$ cat src/sv/two_wire_display_byte_writer_core_macros.svh
// Assertion macros shared by the two-wire display byte writer RTL.
// Each macro expects i_clk and i_rst_n to be visible at the point of use.
`ifndef TWO_WIRE_DISPLAY_BYTE_WRITER_CORE_MACROS_SVH
`define TWO_WIRE_DISPLAY_BYTE_WRITER_CORE_MACROS_SVH

// Antecedent implies consequent in the same cycle.
`define TDWBW_ASSERT_SAME(label, ante, cons, msg) \
    label: assert property (@(posedge i_clk) disable iff (!i_rst_n) \
        (ante) |-> (cons)) else $error(msg);

// Antecedent implies consequent in the next cycle.
`define TDWBW_ASSERT_NEXT(label, ante, cons, msg) \
    label: assert property (@(posedge i_clk) disable iff (!i_rst_n) \
        (ante) |=> (cons)) else $error(msg);

`endif

$ cat src/sv/tdwbw_pkg.sv
// Package for the two-wire display byte writer: transaction payload types,
// configuration types and fixed constants. No dependencies.
`default_nettype none

package tdwbw_pkg;

    typedef struct packed {
        logic       start_req;
        logic [7:0] cmd_byte;
        logic [7:0] data_byte;
        logic       sda_in;
    } t_in_item;

    typedef struct packed {
        logic scl;
        logic sda_level;
        logic sda_drive;
        logic busy_res;
        logic done_res;
        logic ack_missing;
    } t_out_item;

    typedef struct packed {
        logic [7:0] ticks_per_delay;
        logic [7:0] ack_poll_limit;
    } t_cfg;

    localparam int unsigned CFG_IDX_W = 1;
    localparam int unsigned CFG_DATA_W = 8;

    localparam logic [CFG_IDX_W-1:0] CFG_IDX_TICKS = 1'd0;
    localparam logic [CFG_IDX_W-1:0] CFG_IDX_POLL  = 1'd1;

    localparam logic [7:0] TICKS_RESET = 8'd4;
    localparam logic [7:0] POLL_RESET  = 8'd240;
    localparam logic [3:0] BITS_PER_BYTE = 4'd8;

endpackage

`default_nettype wire

$ cat src/sv/tdwbw_seq.sv
// Pin-level bus sequencer of the two-wire display byte writer: one tick per
// enabled step. Depends on tdwbw_pkg and the shared assertion macro header.
`default_nettype none

`include "two_wire_display_byte_writer_core_macros.svh"

module tdwbw_seq
    import tdwbw_pkg::*;
(
    input  wire logic      i_clk,
    input  wire logic      i_rst_n,
    input  wire logic      i_step,
    input  wire t_in_item  i_item,
    input  wire t_cfg      i_cfg,
    output t_out_item      o_res
);

    localparam logic [3:0] PH_IDLE     = 4'd0;
    localparam logic [3:0] PH_ST_A     = 4'd1;
    localparam logic [3:0] PH_ST_B     = 4'd2;
    localparam logic [3:0] PH_ST_C     = 4'd3;
    localparam logic [3:0] PH_WB_PRE   = 4'd4;
    localparam logic [3:0] PH_BIT_SET  = 4'd5;
    localparam logic [3:0] PH_BIT_HIGH = 4'd6;
    localparam logic [3:0] PH_WB_POST  = 4'd7;
    localparam logic [3:0] PH_ACK_PRE  = 4'd8;
    localparam logic [3:0] PH_ACK_HIGH = 4'd9;
    localparam logic [3:0] PH_ACK_POLL = 4'd10;
    localparam logic [3:0] PH_ACK_POST = 4'd11;
    localparam logic [3:0] PH_SP_A     = 4'd12;
    localparam logic [3:0] PH_SP_B     = 4'd13;
    localparam logic [3:0] PH_SP_C     = 4'd14;

    logic [3:0] r_phase, n_phase;
    logic [3:0] r_bit, n_bit;
    logic [7:0] r_shift, n_shift;
    logic [7:0] r_held, n_held;
    logic       r_bsel, n_bsel;
    logic [7:0] r_delay, n_delay;
    logic [7:0] r_poll, n_poll;
    logic       r_scl, n_scl;
    logic       r_sda, n_sda;
    logic       r_drv, n_drv;

    // Outcome of leaving the current phase once its delay has run out.
    logic [3:0] a_phase;
    logic [3:0] a_bit;
    logic [7:0] a_shift;
    logic       a_bsel;
    logic [7:0] a_poll;
    logic [7:0] a_delay;
    logic       a_scl, a_sda, a_drv;

    logic [7:0] delay_load;
    logic [3:0] bit_inc;
    logic [7:0] shift_next;
    logic [7:0] poll_inc;
    logic       miss;
    logic       done;

    // A zero delay register behaves as one tick per delay.
    assign delay_load = (i_cfg.ticks_per_delay == 8'd0) ? 8'd0 :
                        i_cfg.ticks_per_delay - 8'd1;
    assign bit_inc    = r_bit + 4'd1;
    assign shift_next = {r_shift[6:0], 1'b0};
    assign poll_inc   = r_poll + 8'd1;

    always_comb begin
        a_phase = PH_IDLE;
        a_bit   = r_bit;
        a_shift = r_shift;
        a_bsel  = r_bsel;
        a_poll  = r_poll;
        a_scl   = r_scl;
        a_sda   = r_sda;
        a_drv   = r_drv;
        case (r_phase)
            PH_ST_A: begin
                a_phase = PH_ST_B;
                a_scl = 1'b1; a_sda = 1'b0; a_drv = 1'b1;
            end
            PH_ST_B: begin
                a_phase = PH_ST_C;
                a_scl = 1'b0; a_drv = 1'b1;
            end
            PH_ST_C: begin
                a_phase = PH_WB_PRE;
                a_scl = 1'b0; a_drv = 1'b1;
            end
            PH_WB_PRE: begin
                a_bit   = 4'd0;
                a_phase = PH_BIT_SET;
                a_scl = 1'b0; a_sda = r_shift[7]; a_drv = 1'b1;
            end
            PH_BIT_SET: begin
                a_phase = PH_BIT_HIGH;
                a_scl = 1'b1; a_drv = 1'b1;
            end
            PH_BIT_HIGH: begin
                a_shift = shift_next;
                a_bit   = bit_inc;
                a_scl   = 1'b0;
                a_drv   = 1'b1;
                if (bit_inc >= BITS_PER_BYTE) begin
                    a_phase = PH_WB_POST;
                end else begin
                    a_phase = PH_BIT_SET;
                    a_sda   = shift_next[7];
                end
            end
            PH_WB_POST: begin
                a_phase = PH_ACK_PRE;
                a_scl = 1'b0; a_drv = 1'b1;
            end
            PH_ACK_PRE: begin
                a_phase = PH_ACK_HIGH;
                a_scl = 1'b1; a_drv = 1'b1;
            end
            PH_ACK_HIGH: begin
                a_poll  = 8'd0;
                a_phase = PH_ACK_POLL;
                a_scl = 1'b0; a_drv = 1'b0;
            end
            PH_ACK_POLL: begin
                a_phase = PH_ACK_POST;
                a_scl = 1'b0; a_drv = 1'b1;
            end
            PH_ACK_POST: begin
                a_scl = 1'b0;
                a_drv = 1'b1;
                if (!r_bsel) begin
                    a_bsel  = 1'b1;
                    a_shift = r_held;
                    a_phase = PH_WB_PRE;
                end else begin
                    a_phase = PH_SP_A;
                    a_scl = 1'b1; a_sda = 1'b0;
                end
            end
            PH_SP_A: begin
                a_phase = PH_SP_B;
                a_scl = 1'b1; a_sda = 1'b1; a_drv = 1'b1;
            end
            PH_SP_B: begin
                a_phase = PH_SP_C;
                a_scl = 1'b0; a_sda = 1'b1; a_drv = 1'b1;
            end
            default: begin
                a_phase = PH_IDLE;
            end
        endcase
    end

    // Delay of the phase being entered; the other phases keep the count.
    always_comb begin
        if (a_phase == PH_ACK_POLL) begin
            a_delay = 8'd0;
        end else if (r_phase == PH_IDLE || r_phase > PH_SP_B) begin
            a_delay = r_delay;
        end else begin
            a_delay = delay_load;
        end
    end

    always_comb begin
        n_phase = r_phase;
        n_bit   = r_bit;
        n_shift = r_shift;
        n_held  = r_held;
        n_bsel  = r_bsel;
        n_delay = r_delay;
        n_poll  = r_poll;
        n_scl   = r_scl;
        n_sda   = r_sda;
        n_drv   = r_drv;
        miss    = 1'b0;
        done    = 1'b0;
        if (r_phase == PH_IDLE) begin
            if (i_item.start_req) begin
                n_shift = i_item.cmd_byte;
                n_held  = i_item.data_byte;
                n_bsel  = 1'b0;
                n_bit   = 4'd0;
                n_phase = PH_ST_A;
                n_scl   = 1'b1;
                n_sda   = 1'b1;
                n_drv   = 1'b1;
                n_delay = delay_load;
            end
        end else if (r_phase == PH_ACK_POLL) begin
            if (!i_item.sda_in || poll_inc >= i_cfg.ack_poll_limit) begin
                miss    = i_item.sda_in;
                n_phase = a_phase;
                n_bit   = a_bit;
                n_shift = a_shift;
                n_bsel  = a_bsel;
                n_delay = a_delay;
                n_scl   = a_scl;
                n_sda   = a_sda;
                n_drv   = a_drv;
            end
            if (i_item.sda_in) begin
                n_poll = poll_inc;
            end
        end else if (r_phase > PH_SP_C) begin
            n_phase = PH_IDLE;
        end else if (r_delay != 8'd0) begin
            n_delay = r_delay - 8'd1;
        end else begin
            n_phase = a_phase;
            n_bit   = a_bit;
            n_shift = a_shift;
            n_bsel  = a_bsel;
            n_poll  = a_poll;
            n_delay = a_delay;
            n_scl   = a_scl;
            n_sda   = a_sda;
            n_drv   = a_drv;
        end
        if (n_phase == PH_SP_C && n_delay == 8'd0) begin
            done    = 1'b1;
            n_phase = PH_IDLE;
        end
    end

    always_comb begin
        o_res.scl         = n_scl;
        o_res.sda_level   = n_sda;
        o_res.sda_drive   = n_drv;
        o_res.busy_res    = (n_phase != PH_IDLE) || done;
        o_res.done_res    = done;
        o_res.ack_missing = miss;
    end

    always_ff @(posedge i_clk) begin
        if (!i_rst_n) begin
            r_phase <= PH_IDLE;
            r_bit   <= 4'd0;
            r_shift <= 8'd0;
            r_held  <= 8'd0;
            r_bsel  <= 1'b0;
            r_delay <= 8'd0;
            r_poll  <= 8'd0;
            r_scl   <= 1'b0;
            r_sda   <= 1'b1;
            r_drv   <= 1'b1;
        end else if (i_step) begin
            r_phase <= n_phase;
            r_bit   <= n_bit;
            r_shift <= n_shift;
            r_held  <= n_held;
            r_bsel  <= n_bsel;
            r_delay <= n_delay;
            r_poll  <= n_poll;
            r_scl   <= n_scl;
            r_sda   <= n_sda;
            r_drv   <= n_drv;
        end
    end

    // The data line is released exactly while the acknowledge is polled.
    `TDWBW_ASSERT_SAME(a_poll_released, r_phase == PH_ACK_POLL, !r_drv, "line driven during poll")
    // A timeout can only come out of the poll phase.
    `TDWBW_ASSERT_SAME(a_miss_in_poll, miss, r_phase == PH_ACK_POLL, "timeout outside poll")
    // Without a request an idle sequencer stays idle.
    `TDWBW_ASSERT_NEXT(a_idle_holds, i_step && r_phase == PH_IDLE && !i_item.start_req, r_phase == PH_IDLE, "left idle without request")
    // The bit counter never passes a full byte.
    `TDWBW_ASSERT_SAME(a_bit_range, 1'b1, r_bit <= BITS_PER_BYTE, "bit index out of range")

endmodule

`default_nettype wire

$ cat src/sv/two_wire_display_byte_writer_core.sv
// Top level of the two-wire display byte writer: input register, sequencer,
// configuration registers and result register. Depends on tdwbw_pkg, tdwbw_seq.
//
// Usage: every input transaction is one tick of the bus sequencer. It carries
// start_req, the two bytes to send and the sampled data line level. Each
// accepted input transaction yields exactly one output transaction holding
// the driven clock and data line levels, the drive enable and the busy, done
// and ack_missing flags after that tick. A request is acted on only while the
// sequencer is idle; the bytes are latched on that tick.
// The accepting edge loads the input register; the sequencer then steps that
// tick into the result register as soon as the result register is free or
// being emptied, so a receiver stall can hold the tick in the input register.
// Throughput is one transaction per cycle while the receiver does not stall,
// bounded by the combinational sequencer update between those two registers.
// When the receiver stalls, the result register holds its transaction, and
// the input register keeps one more; o_in_stall then rises until the stall
// clears. Configuration writes land on the next edge and are meant for idle.
// Reset (synchronous, active low) returns the bus to clock low, data high and
// driven, empties both registers and restores the delay and poll defaults.
`default_nettype none

module two_wire_display_byte_writer_core
    import tdwbw_pkg::*;
(
    input  wire logic                  i_clk,
    input  wire logic                  i_rst_n,
    input  wire logic                  i_in_valid,
    output logic                       o_in_stall,
    input  wire t_in_item              i_in,
    output logic                       o_out_valid,
    input  wire logic                  i_out_stall,
    output t_out_item                  o_out,
    input  wire logic                  i_cfg_we,
    input  wire logic [CFG_IDX_W-1:0]  i_cfg_idx,
    input  wire logic [CFG_DATA_W-1:0] i_cfg_data
);

    logic      r_in_valid;
    t_in_item  r_in;
    logic      r_out_valid;
    t_out_item r_out;
    t_cfg      r_cfg;
    t_out_item w_res;
    logic      w_step;

    // The sequencer steps whenever a held tick exists and the result register
    // is free or is being emptied this cycle.
    assign w_step      = r_in_valid && (!r_out_valid || !i_out_stall);
    assign o_in_stall  = r_in_valid && !w_step;
    assign o_out_valid = r_out_valid;
    assign o_out       = r_out;

    always_ff @(posedge i_clk) begin
        if (!i_rst_n) begin
            r_in_valid <= 1'b0;
        end else if (!o_in_stall) begin
            r_in_valid <= i_in_valid;
        end
    end

    // The payload only needs to be captured with a new transaction.
    always_ff @(posedge i_clk) begin
        if (!o_in_stall && i_in_valid) begin
            r_in <= i_in;
        end
    end

    always_ff @(posedge i_clk) begin
        if (!i_rst_n) begin
            r_out_valid <= 1'b0;
        end else if (w_step) begin
            r_out_valid <= 1'b1;
        end else if (!i_out_stall) begin
            r_out_valid <= 1'b0;
        end
    end

    always_ff @(posedge i_clk) begin
        if (w_step) begin
            r_out <= w_res;
        end
    end

    always_ff @(posedge i_clk) begin
        if (!i_rst_n) begin
            r_cfg.ticks_per_delay <= TICKS_RESET;
            r_cfg.ack_poll_limit  <= POLL_RESET;
        end else if (i_cfg_we) begin
            case (i_cfg_idx)
                CFG_IDX_TICKS: r_cfg.ticks_per_delay <= i_cfg_data;
                CFG_IDX_POLL:  r_cfg.ack_poll_limit  <= i_cfg_data;
                default: begin
                end
            endcase
        end
    end

    tdwbw_seq u_seq (
        .i_clk   (i_clk),
        .i_rst_n (i_rst_n),
        .i_step  (w_step),
        .i_item  (r_in),
        .i_cfg   (r_cfg),
        .o_res   (w_res)
    );

endmodule

`default_nettype wire

$ cat config.mk
export PLATFORM = sky130hd
export DESIGN_NAME = two_wire_display_byte_writer_core
export DESIGN_NICKNAME = d
export VERILOG_FILES = /design/src/sv/tdwbw_pkg.sv /design/src/sv/tdwbw_seq.sv /design/src/sv/two_wire_display_byte_writer_core.sv
export VERILOG_INCLUDE_DIRS = /design/src /design/src/sv
export SDC_FILE = /design/constraint.sdc
export NUM_CORES = 1
export LEC_CHECK = 0
export BUFFER_PORTS_ARGS = -buffer_cell sky130_fd_sc_hd__buf_2
export CELL_PAD_IN_SITES_DETAIL_PLACEMENT = 0
export CELL_PAD_IN_SITES_GLOBAL_PLACEMENT = 1
export CORE_UTILIZATION = 26
export CTS_CLUSTER_DIAMETER = 200
export DETAILED_ROUTE_END_ITERATION = 6
export PLACE_DENSITY_LB_ADDON = 0.05
export SLEW_MARGIN = 20
export SYNTH_ARGS = -nofsm -noshare
export SYNTH_HDL_FRONTEND = slang
export SYNTH_SLANG_ARGS = --single-unit
$ cat constraint.sdc
create_clock -name i_clk -period 3.7 [get_ports i_clk]
set_input_delay 0.555 -clock i_clk [delete_from_list [all_inputs] [get_ports i_clk]]
set_output_delay 0.555 -clock i_clk [all_outputs]
set_load 0.01 [all_outputs]
== Yosys cells after proc, flatten, opt, wreduce, memory -nomap -nowiden ==
Cells that the tools add are included.
W data, S select, Z words.
Word-level totals
  register bits after elaboration: 86
  memories: 0
  output and inout bits: 8
  bits in writable memories: 0
  word-level logic and storage cells: 161
  bits in latches: 0
  input bits: 32
  bits in read-only memories: 0
Cells by class
  bitwise operators: 4
  reduce and logical (&&, ||, !) cells: 29
  $mul: 0
  mux-type cells: 73
  equal/unequal tests: 23
  divide/modulo/power cells: 0
  $lt $le $gt $ge: 4
  shift-type cells: 0
  $add $sub $neg: 4
Operators by type and width (number)
  $mux W8: 21
  $mux W4: 14
  $pmux W4 S13: 1
  $eq A4 B4 Y1 const B: 8
  $mux W1: 31
  $eq A4 B3 Y1 const B: 4
  $logic_not A8 Y1: 2
  $pmux W8 S2: 1
  $sub A8 B1 Y8 const B: 2
  $reduce_or A12 Y1: 1
  $add A8 B1 Y8 const B: 1
  $eq A4 B2 Y1 const B: 2
  $ge A8 B8 Y1: 1
  $gt A4 B4 Y1 const B: 2
  $pmux W4 S2: 1
  $reduce_bool A8 Y1: 1
  $reduce_or A8 Y1: 1
  $ne A2 B1 Y1 const B: 3
  $ne A3 B1 Y1 const B: 2
  $reduce_and A6 Y1: 1
  $logic_not A1 Y1: 5
  $pmux W1 S5: 1
  $reduce_and A5 Y1: 1
  $add A4 B1 Y4 const B: 1
  other kinds (18): 29

== Depth between registers and ports, before layout ==
  word-level depth: 15
  mapped depth: 14
  mapped depth without buffers: 13

== By module ==
From an unflattened synthesis, not the netlist that was laid out.
Unflattened totals
  cell total of the unflattened synthesis: 624
  area total of the unflattened synthesis: 5046.1 um^2
By module, submodules not included
  tdwbw_seq: times used 1, area an instance 3611.0 um^2, cells an instance 524, seq. area each 880.8 um^2
  two_wire_display_byte_writer_core: times used 1, area an instance 1435.1 um^2, cells an instance 100, seq. area each 1081.0 um^2

== Worst setup path after synthesis ==
Ideal clock, no wire load.
  path kind: register -> register
  from: register u_seq.r_poll[0]
  to: register u_seq.r_shift[5]
  slack: 0.908 ns
  library setup time: 0.070 ns
  data arrival time: 2.722 ns
  cell stages (with the launch flop): 14
  required time: 3.630 ns
  period minus slack after synthesis: 2.792 ns
  buffers on the path: 1
  path through: dfxtp_1 > and3_1 > and3_1 > nand3_1 > xnor2_1 > ha_1 > nand4_1 > o31ai_4 > nand2_1 > a211oi_2 > o21ai_2 > buf_2 > a211o_1 > a21boi_1
Between the ends
  longest elaborated chain between the ends: 5
RTL lines
  start: declaration: line tdwbw_seq.sv:40  | logic [7:0] r_poll, n_poll;
  start signal: assignment: line tdwbw_seq.sv:254  | r_poll <= n_poll;
  $add A8 B1 Y8: line tdwbw_seq.sv:66  | assign poll_inc = r_poll + 8'd1;
  $ge A8 B8 Y1: line tdwbw_seq.sv:191  | if (!i_item.sda_in || poll_inc >= i_cfg.ack_poll_limit) begin
  $logic_or A1 B1 Y1: line tdwbw_seq.sv:191
  $ne A3 B2 Y1 (no line)
  $reduce_and A5 Y1 (no line)
  end signal: assignment: line tdwbw_seq.sv:250  | r_shift <= n_shift;
  end: declaration: line tdwbw_seq.sv:36  | logic [7:0] r_shift, n_shift;
No other way between the ends.
A chain may end at the register's enable or synchronous reset.

== Final worst setup path ==
  from: register u_seq.r_poll[0]
  to: register u_seq.r_shift[0]
The elaborated chain is that of the path after synthesis.

==> flow_metrics.env <==
export IMPL_leakage_nw=2.25
export IMPL_crit_slowest_cell="o31ai_4"
export IMPL_synth_seq_area_share_pct=38.7
export IMPL_timing_critical_path_buf_inv=0
export IMPL_ant_nets=0
export IMPL_synthArstFlopShare_pct=0
export IMPL_reg2reg_from="u_seq.r_poll[0]"
export IMPL_io_pins=40
export IMPL_grt_pass1_vias=4214
export IMPL_drv_cap=0
export IMPL_synth_fa_ha_area_share_pct=3.46
export IMPL_final_util_pct=30.9
export IMPL_antenna_found_initial=0
export IMPL_worst_setup_path_end_kind="flop"
export IMPL_place_gp_congestion=0.789
export IMPL_min_period_over_period_pct=90.0
export IMPL_avgSynthCellArea_um2=8.60
export IMPL_die_area_mm2=0.0200
export IMPL_vdd_ir_drop_worst_mv=0.207
export IMPL_via_per_inst=4.84
export IMPL_drt_initial_drc_count=213
export IMPL_start_util_pct=26.8
export IMPL_yosys_area_top_type="dfxtp_1"
export IMPL_synth_cell_area_mm2=0.00506
export IMPL_fin_crit_ps=3330
export IMPL_setup_tns_final_ps=0
export IMPL_first_pass_iters=4
export IMPL_postCtsResizedCells=0
export IMPL_synth_xor_area_share_pct=2.59
export IMPL_synth_most_common_cell="nand2_1"
export IMPL_fillers=2064
export IMPL_ys_flop_type="dfxtp_1"
export IMPL_min_path_type="input port to flop"
export IMPL_core_area_mm2=0.0189
export IMPL_cpPeakStageDelay_ps=440
export IMPL_grt_overflow=0
export IMPL_yosys_warnings=0
export IMPL_relSlewSlack_pct=48.9
export IMPL_path_delay_family="compound AO/OA/AOI/OAI gates"
export IMPL_startpoint="u_seq.r_poll[0]"
export IMPL_vias=4287
export IMPL_synth_area_leaders="dfxtp_1 25%, edfxtp_1 14%, nand2_1 6.3%"
export IMPL_wirelength_um=14400
export IMPL_crit_chain="and3_1 -> and3_1 -> nand3_1 -> xnor2_1 -> ha_1 -> nand4_1 -> o31ai_4 -> nand2_1 -> a211oi_2 -> o21ai_2 -> a221o_1 -> and3_1"
export IMPL_cts_htree_levels=3
export IMPL_critPathKind="flop to flop"
export IMPL_grt_usage_pct=15.0
export IMPL_yosys_area_top_type_share_pct=24.5
export IMPL_worst_pin_slew_ps=766
export IMPL_crit_fanout=16
export IMPL_clock_skew_ps=9.17
export IMPL_portBuffers=39
export IMPL_rsz0062_at_grt="no"
export IMPL_synth_top_family_by_area="simple AND/OR/NAND/NOR gates"
export IMPL_power_density_mw_per_mm2=401
export IMPL_syn_inst=589
export IMPL_area_growth_pct=15.2
export IMPL_remaining_drc_errors=0
export IMPL_final_layout_size_suffix_gt1_share_pct=15.7
export IMPL_yosys_mux_area_fraction_pct=3.98
export IMPL_grt_pass1_wl_um=23000
export IMPL_synth_nets=635
export IMPL_synth_compound_area_share_pct=22.5
export IMPL_rows=50
export IMPL_clkSinkCount=86
export IMPL_setup_viol_count_final=0
export IMPL_die_h_um=142
export IMPL_cts_buffer_depth=2
export IMPL_grt_max_degree=35
export IMPL_clk_root_buffer_cell="clkbuf_16"
export IMPL_post_drt_wl_per_cell_um=16.3
export IMPL_diodes=0
export IMPL_cp_start_kind="flop"
export IMPL_die_w_um=142
export IMPL_synth_simple_area_share_pct=23.4
export IMPL_critPathArrivalTime_ps=3570
export IMPL_clk_latency_ps=350
export IMPL_crit_required_ps=3940
export IMPL_place_hpwl_um=10400
export IMPL_synthDistinctLibCells=74
export IMPL_hold_path_startpoint="i_in[5]"
export IMPL_cts_made_buffers=9
export IMPL_drv_slew=0
export IMPL_synth_seq_cells=86
export IMPL_status="finished clean"
export IMPL_cpMostUsedCell="and3_1"
export IMPL_finalHoldViolations=0
export IMPL_cts_tree="built"
export IMPL_fin_nets=666
export IMPL_hold_buffers=0
export IMPL_cts_setup_buffers=0
export IMPL_path_clk_slew_ps=80
export IMPL_synth_edf_count=24
export IMPL_timing_fmax_mhz=300
export IMPL_synthTopCellsByCount="85 x nand2_1, 62 x dfxtp_1, 45 x nor2_1"
where the power goes:
part	internal, mW	leakage (nW)	total [mW]	switching [mW]
registers	1.01	0.732	1.04	0.0363
clock network	0.480	0.145	0.938	0.458
logic	0.145	1.37	0.358	0.213
registers in the layout, summed over array words and instances (netlist names):
register,cells
r_in,18
u_seq.r_drv,1
u_seq.r_bit,4
o_out_valid,1
r_in_valid,1
u_seq.r_delay,8
u_seq.r_scl,1
u_seq.r_poll,8
u_seq.r_held,8
u_seq.r_bsel,1
u_seq.r_shift,8
u_seq.r_phase,4
r_cfg,16
o_out,6
u_seq.r_sda,1
metal layers:
metal	GRT usage, %	vias to the layer above	part of all wire [%]	wire length (µm)
li1	-	2173	-	-
met1	20.4	2041	51	7320
met2	24.3	64	46	6600
met3	2.70	9	2.7	386
met4	4.53	0	0.87	126
met5	0	-	0	0
path summary, 6_finish.rpt:
check,end,slack [ps],cells past startpoint
worst max register to register,u_seq.r_shift[0],370,12
worst max-delay path,u_seq.r_shift[0],370,12
worst min register to register,u_seq.r_shift[3],460,2
worst min-delay path,r_in[5],370,1
worst reg2reg max path: stages, from the launching register on:
cell and delay (ps):
dfxtp_1 410, and3_1 190, and3_1 180, nand3_1 100, xnor2_1 160, ha_1 320
nand4_1 170, o31ai_4 440, nand2_1 240, a211oi_2 270, o21ai_2 240, a221o_1 320
and3_1 180
layout make-up:
type | instances | area (µm²) | area share [%]
repair buffers | 57 | 330 | 5.66
clock inverters | 7 | 80.1 | 1.37
multi-input cells | 445 | 2830 | 48.6
well taps | 260 | 325 | 5.58
inverters | 21 | 78.8 | 1.35
clock buffers | 9 | 225 | 3.86
flip-flops and latches | 86 | 1960 | 33.6
metrics by stage:
step           cell area (µm²)  hold WS (ps)  total power [mW]  instances  setup slack, ps
6_report                  5830           373              2.34        885              372
3_5_place_dp              5530           455              1.43        869              356
4_1_cts                   5830           353              2.38        885              328
5_1_grt                   5830           346              2.45        885              156
2_1_floorplan             5060           435              1.31        589              908
3_3_place_gp              5530           448              1.43        869              465
placed cells by master (no fill, tap or decap), types with 3 or more instances in the layout:
master and count:
a211o_1 8, a211oi_1 4, a21boi_0 11, a21boi_1 12
a21o_1 5, a21oi_1 35, a22oi_1 4, a31oi_1 3
and2_1 6, and3_1 7, buf_2 39, buf_4 18
clkbuf_16 9, dfxtp_1 62, edfxtp_1 24, ha_1 14
inv_1 19, mux2i_1 19, nand2_1 85, nand2b_1 6
nand3_1 17, nand4_1 3, nor2_1 45, nor2b_1 22
nor3_1 16, nor3b_1 3, o211ai_1 6, o21a_1 7
o21ai_0 20, o21ai_1 11, o22ai_1 4, o31ai_1 5
or3_1 5, or4_4 4, xnor2_1 8, xor2_1 7
cells by family (layout without fill, tap and decap cells):
group	count (synthesis)	in the layout
AND/OR/NAND/NOR	237	237
AO/OA/AOI/OAI	159	159
flip-flops	86	86
buffers and inverters	58	94
multiplexers	20	20
XOR/XNOR	15	15
adder cells (fa/ha/maj)	14	14
(Power assumes the default switching activity.)
